## src/hw/rtl/pgt_pkg.sv

```systemverilog
`timescale 1ns / 1ps
// ----------------------------------------------------------------------------
// pgt_pkg
// Shared types and fixed constants for the polar Gaussian transform.
// ----------------------------------------------------------------------------
package pgt_pkg;

  // Field widths of the transfers
  localparam int unsigned FIELD_W  = 31;
  localparam int unsigned SAMPLE_W = 32;

  typedef struct packed {
    logic [FIELD_W-1:0] first_draw;
    logic [FIELD_W-1:0] second_draw;
  } in_t;

  typedef struct packed {
    logic signed [SAMPLE_W-1:0] sample;
    logic                       last;
  } out_t;

  // Log unit: Q1.30 mantissa, one fraction bit per squaring round
  localparam int unsigned MANT_W     = 31;
  localparam int unsigned LOG_ROUNDS = 30;

  // 2*ln(2) in Q.30
  localparam logic [30:0] TWO_LN2_Q30 = 31'd1488522236;

  // Square root unit: 64-bit radicand, one root bit per stage
  localparam int unsigned RAD_W  = 64;
  localparam int unsigned ROOT_W = 32;
  localparam int unsigned REM_W  = 35;

  // Divider: quotient bits, one per stage
  localparam int unsigned QUO_W = 31;

  // The radicand of the norm root is placed with its top bit at 60 or 61
  localparam int unsigned NORM_TOP = 61;

endpackage

```

## src/hw/rtl/pgt_isqrt.sv

```systemverilog
`timescale 1ns / 1ps
// ----------------------------------------------------------------------------
// pgt_isqrt
// Pipelined integer square root, restoring method, one root bit per stage.
// ----------------------------------------------------------------------------
module pgt_isqrt #(
  parameter int unsigned SIDE_W = 8
) (
  input  logic                             clk_i,
  input  logic                             rst_ni,
  input  logic                             en_i,
  input  logic                             valid_i,
  input  logic [pgt_pkg::RAD_W-1:0]        rad_i,
  input  logic [SIDE_W-1:0]                side_i,
  output logic                             valid_o,
  output logic [pgt_pkg::ROOT_W-1:0]       root_o,
  output logic [SIDE_W-1:0]                side_o
);

  localparam int unsigned N  = pgt_pkg::ROOT_W;
  localparam int unsigned AW = pgt_pkg::RAD_W;
  localparam int unsigned RW = pgt_pkg::REM_W;

  logic [N-1:0]      valid_q;
  logic [AW-1:0]     rad_q  [N];
  logic [RW-1:0]     rem_q  [N];
  logic [N-1:0]      root_q [N];
  logic [SIDE_W-1:0] side_q [N];

  for (genvar j = 0; j < N; j++) begin : g_digit
    logic              v_in;
    logic [AW-1:0]     a_in;
    logic [RW-1:0]     r_in;
    logic [N-1:0]      q_in;
    logic [SIDE_W-1:0] s_in;
    logic [RW-1:0]     rem2;
    logic [RW-1:0]     trial;
    logic [RW-1:0]     rem_d;
    logic [N-1:0]      root_d;

    if (j == 0) begin : g_head
      assign v_in = valid_i;
      assign a_in = rad_i;
      assign r_in = '0;
      assign q_in = '0;
      assign s_in = side_i;
    end else begin : g_tail
      assign v_in = valid_q[j-1];
      assign a_in = rad_q[j-1];
      assign r_in = rem_q[j-1];
      assign q_in = root_q[j-1];
      assign s_in = side_q[j-1];
    end

    // bring down two radicand bits, try 4*root + 1
    assign rem2  = {r_in[RW-3:0], a_in[AW-1:AW-2]};
    assign trial = RW'({q_in, 2'b01});

    always_comb begin
      if (rem2 >= trial) begin
        rem_d  = rem2 - trial;
        root_d = {q_in[N-2:0], 1'b1};
      end else begin
        rem_d  = rem2;
        root_d = {q_in[N-2:0], 1'b0};
      end
    end

    always_ff @(posedge clk_i or negedge rst_ni) begin
      if (!rst_ni) begin
        valid_q[j] <= 1'b0;
      end else if (en_i) begin
        valid_q[j] <= v_in;
      end
    end

    always_ff @(posedge clk_i) begin
      if (en_i) begin
        rad_q[j]  <= {a_in[AW-3:0], 2'b00};
        rem_q[j]  <= rem_d;
        root_q[j] <= root_d;
        side_q[j] <= s_in;
      end
    end
  end

  assign valid_o = valid_q[N-1];
  assign root_o  = root_q[N-1];
  assign side_o  = side_q[N-1];

endmodule

```

## config.mk

```make
export PLATFORM = sky130hd
export DESIGN_NAME = pgt_isqrt
export DESIGN_NICKNAME = d
export VERILOG_FILES = /design/src/hw/rtl/pgt_pkg.sv /design/src/hw/rtl/pgt_isqrt.sv
export SDC_FILE = /design/constraint.sdc
export NUM_CORES = 2
export LEC_CHECK = 0
export BUFFER_PORTS_ARGS = -buffer_cell sky130_fd_sc_hd__buf_2
export CORE_ASPECT_RATIO = 0.7
export CORE_UTILIZATION = 35
export DETAILED_ROUTE_END_ITERATION = 6
export PLACE_DENSITY = 0.56
export SETUP_SLACK_MARGIN = 0.4
export SLEW_MARGIN = 20
export SYNTH_ARGS = -nofsm -noshare
export SYNTH_HDL_FRONTEND = slang
export SYNTH_MEMORY_MAX_BITS = 65536
export SYNTH_SLANG_ARGS = --single-unit
```

## constraint.sdc

```tcl
create_clock -name clk_i -period 9.11 [get_ports clk_i]
set_input_delay 1.822 -clock clk_i [delete_from_list [all_inputs] [get_ports clk_i]]
set_output_delay 1.822 -clock clk_i [all_outputs]
set_load 0.005 [all_outputs]
```

==> flow_summary.ini <==
[timing]
timing.final.crit_share_pct = 53.53
finalMaxSlewViolations = 0
period_needed_ps = 4877
worst_hold_slack_ps = 365.0
fin_tns_setup_ps = 0
total_count_of_hold_check_failures_in_the_final_report = 0
rsz_0062_raised_after_global_routing = false
achievable-frequency_mhz = 205.1
worst-slew-pin-transition_ps = 1109
worst_slack_ps = 4233
final-setup-viol-count = 0
timing.max_slew.rel_slack_pct = 24.15
timing.clock.skew_ps = 70.21

[logic_synthesis]
synth_seq_area_share_pct = 67.03
synth_top_cell_area_share_pct = 66.39
syn-cell-area_um2 = 124400
postSynthCellCount = 9226
synthArstFlopShare_pct = 1.150
synth-seq-cells = 2782
postSynthAreaPerCell_um2 = 13.48
synth_cell_types = 85
synth_enable_flop_cells = 2750
synth_fp_nets = 9863
synth_top_cells_by_count = sky130_fd_sc_hd__edfxtp_1 (2750), sky130_fd_sc_hd__inv_1 (717), sky130_fd_sc_hd__nand2_1 (664), sky130_fd_sc_hd__ha_1 (561), sky130_fd_sc_hd__nor2_1 (519)
synthTopCellsByArea = sky130_fd_sc_hd__edfxtp_1 (66%), sky130_fd_sc_hd__ha_1 (5.6%), sky130_fd_sc_hd__xor2_1 (2.8%), sky130_fd_sc_hd__xnor2_1 (2.7%), sky130_fd_sc_hd__inv_1 (2.2%)
synth_area_leader_cell = sky130_fd_sc_hd__edfxtp_1
yosysWarnings = 0
post-synth-top-count-cell = sky130_fd_sc_hd__edfxtp_1
synth_flop_type = sky130_fd_sc_hd__edfxtp_1

[grt]
grt.busiest_layer = met1
globalRouteMet2Util_pct = 20.03
grt_first_pass_wirelength_um = 404000
grt_max_degree = 185
grt_antenna_before_repair = 16
groute.layer.met3.usage_pct = 2.839
global_route.overflow_total = 0
grt_pass1_vias = 70000
overall_global_routing_usage_pct = 14.14
grt.met1_usage_pct = 21.72

[route]
initialDrtViolationCount = 6085
vias_per_cell = 4.975
wl_per_cell_um = 17.87
drcViolationCount = 0
postRouteWirelength_um = 258500
drt_pre_antenna_iters = 6
count_of_nets_left_with_antenna_violations_after_detail_routing = 0
detailroute.via_count = 71960

[power]
pwr_density_cell_nw_per_um2 = 252.2
total_power_uw = 35400
max_rail_drop_vdd_v = 0.0001624
power_leakage_uw = 0.05246

[layout]
n_fill_cell = 32750
drive_gt1_share_pct = 8.272
final_core_utilization_pct = 39.82
layout-area-overhead-vs-synth_pct = 12.84
layout.nets = 10170

[setup_path]
critical_path_class = reg -> reg
worst_ep_required_time_ps = 9680
cp-start-kind = flop
cpPeakStageDelay_ps = 710
crit_fanout = 53
sort_of_element_at_the_end_of_the_critical_path = flop
cp_slowest_cell = sky130_fd_sc_hd__nor4b_1
timing.reg2reg.worst_path_depth = 12
r2r_slack_ps = 4230
crit_chain = inv_1, ha_1, o21ai_0, a221oi_1, nor4b_1, o311ai_0, a41oi_1, o21ai_0, nand3_1, and3_1, buf_4, mux2_2
path_common_cell = sky130_fd_sc_hd__o21ai_0
arrival_time_reported_for_the_critical_path_endpoint_ps = 5440

[clocking]
cts_tree = yes
maximum_number_of_buffers_from_clock_root_to_sink = 4
clk_root_buffer_cell = sky130_fd_sc_hd__clkbuf_16
cts-htree-levels = 5
clock_insertion_delay_worst_skew_ps = 880
clkTransAtPathRegs_ps = 60
cts.hold.buffers_added = 0
cts_setup_buffers = 0
cts_sinks = 2782
cts_buffers = 296
post_cts_resized = 0

[hold_path]
holdPathStages = 0
hold_path_class = reg -> reg

[floorplanning]
die_w_um = 714.5
design.die.area_um2 = 357800
num_rows = 182
core_um2 = 352500
die_h_um = 500.8
boundaryPins = 117
initial_core_util_pct = 35.29

[place]
pre_cts_ws_ps = 4417
io_buffers = 116
place_congestion = 0.8963
hpwl_um = 182000

[outcome]
result_of_the_run = finished, final reports clean

[flow_run]
drv_cap = 0
-- through the flow --
step | cells | cell area (µm²)
after floorplan | 9226 | 124400
after global placement | 13930 | 131000
after detailed placement | 13930 | 131000
after CTS | 14460 | 140300
after global routing | 14460 | 140400
final | 14460 | 140400
-- power breakdown --
part / internal (µW) / switching, µW
Combinational: 2700 / 3920
Sequential: 16100 / 984
Clock: 6650 / 5080
Total: 25400 / 9990
-- layout make-up --
| cell class | instances | area (µm²) | area share, % |
|---|---|---|---|
| flip-flops and latches | 2782 | 83380 | 59.41 |
| multi-input cells | 5559 | 37780 | 26.92 |
| repair buffers | 177 | 1265 | 0.9013 |
| clock buffers | 344 | 7651 | 5.451 |
| diodes | 3 | 7.507 | 0.005349 |
| well taps | 4692 | 5871 | 4.183 |
| clock inverters | 187 | 1703 | 1.213 |
| inverters | 719 | 2699 | 1.923 |
-- worst max-delay path: cells and delay by family, from the launching register on --
kind	cells	cell delay [ps]
DFF	1	340
muxes	1	400
and+or+nand+nor	3	1130
adders and majority gates	1	340
buffers and inverters	2	510
AOI/OAI and AO/OA	5	1790
-- state kept, by name, summed over array words and instances (netlist names) --
register      flops
g_digit.v_in     31
side_q          256
root_q          528
rad_q           992
valid_o           1
rem_q           974
-- layout by cell type, fill, tap and decap left out, types with 20 or more instances in the layout --
cell type | Yosys | final
sky130_fd_sc_hd__edfxtp_1 | 2750 | 2750
sky130_fd_sc_hd__inv_1 | 717 | 717
sky130_fd_sc_hd__nand2_1 | 664 | 664
sky130_fd_sc_hd__ha_1 | 561 | 561
sky130_fd_sc_hd__nor2_1 | 519 | 519
sky130_fd_sc_hd__o21ai_0 | 502 | 501
sky130_fd_sc_hd__a21oi_1 | 487 | 485
sky130_fd_sc_hd__xor2_1 | 394 | 394
sky130_fd_sc_hd__xnor2_1 | 377 | 377
sky130_fd_sc_hd__clkbuf_16 | 0 | 299
sky130_fd_sc_hd__a21o_1 | 230 | 230
sky130_fd_sc_hd__nor3_1 | 218 | 217
sky130_fd_sc_hd__nand3_1 | 131 | 130
sky130_fd_sc_hd__nand2b_1 | 127 | 127
sky130_fd_sc_hd__nor4_1 | 127 | 125
sky130_fd_sc_hd__buf_2 | 5 | 115
sky130_fd_sc_hd__o21a_1 | 113 | 113
sky130_fd_sc_hd__mux2_2 | 104 | 104
sky130_fd_sc_hd__or3_1 | 89 | 89
sky130_fd_sc_hd__o31ai_1 | 84 | 84
sky130_fd_sc_hd__nor2b_1 | 84 | 83
sky130_fd_sc_hd__nand4_1 | 82 | 82
sky130_fd_sc_hd__or4_1 | 57 | 57
sky130_fd_sc_hd__clkinv_2 | 0 | 56
sky130_fd_sc_hd__clkinv_1 | 2 | 55
sky130_fd_sc_hd__and3_1 | 49 | 49
sky130_fd_sc_hd__o21bai_1 | 49 | 49
sky130_fd_sc_hd__or2_2 | 46 | 46
sky130_fd_sc_hd__clkbuf_1 | 151 | 45
sky130_fd_sc_hd__a31oi_1 | 45 | 44
sky130_fd_sc_hd__buf_4 | 1 | 44
sky130_fd_sc_hd__a211oi_1 | 36 | 36
sky130_fd_sc_hd__and2_1 | 34 | 34
sky130_fd_sc_hd__dfrtp_1 | 32 | 32
sky130_fd_sc_hd__o211ai_1 | 31 | 31
sky130_fd_sc_hd__a21boi_0 | 29 | 29
sky130_fd_sc_hd__nand3b_1 | 22 | 22
sky130_fd_sc_hd__bufinv_16 | 0 | 20
-- logic make-up after synthesis --
group,Yosys count,synth area share [%]
buf+inv,885,2.679
mux,117,1.046
simple gates,2316,9.143
compound gates,1793,9.026
other cells,1,0.003015
fa+ha+maj,561,5.643
flops,2782,67.03
xor+xnor,771,5.429
-- worst paths after layout --
check,from,endpoint
max,root_q[6][33],rem_q[26][6]
min,rad_q[2][88],rad_q[2][152]
max reg2reg,root_q[6][33],rem_q[26][6]
min reg2reg,rad_q[2][88],rad_q[2][152]
max in group asynchronous,rst_ni,g_digit[14].v_in
min in group asynchronous,rst_ni,g_digit[1].v_in
-- per-layer routing --
layer	wire, µm	up-vias
li1	-	34880
met1	130000	34940
met2	105500	1725
met3	16240	408
met4	6798	4
met5	27	-
Power figures use the tool's default switching activity.
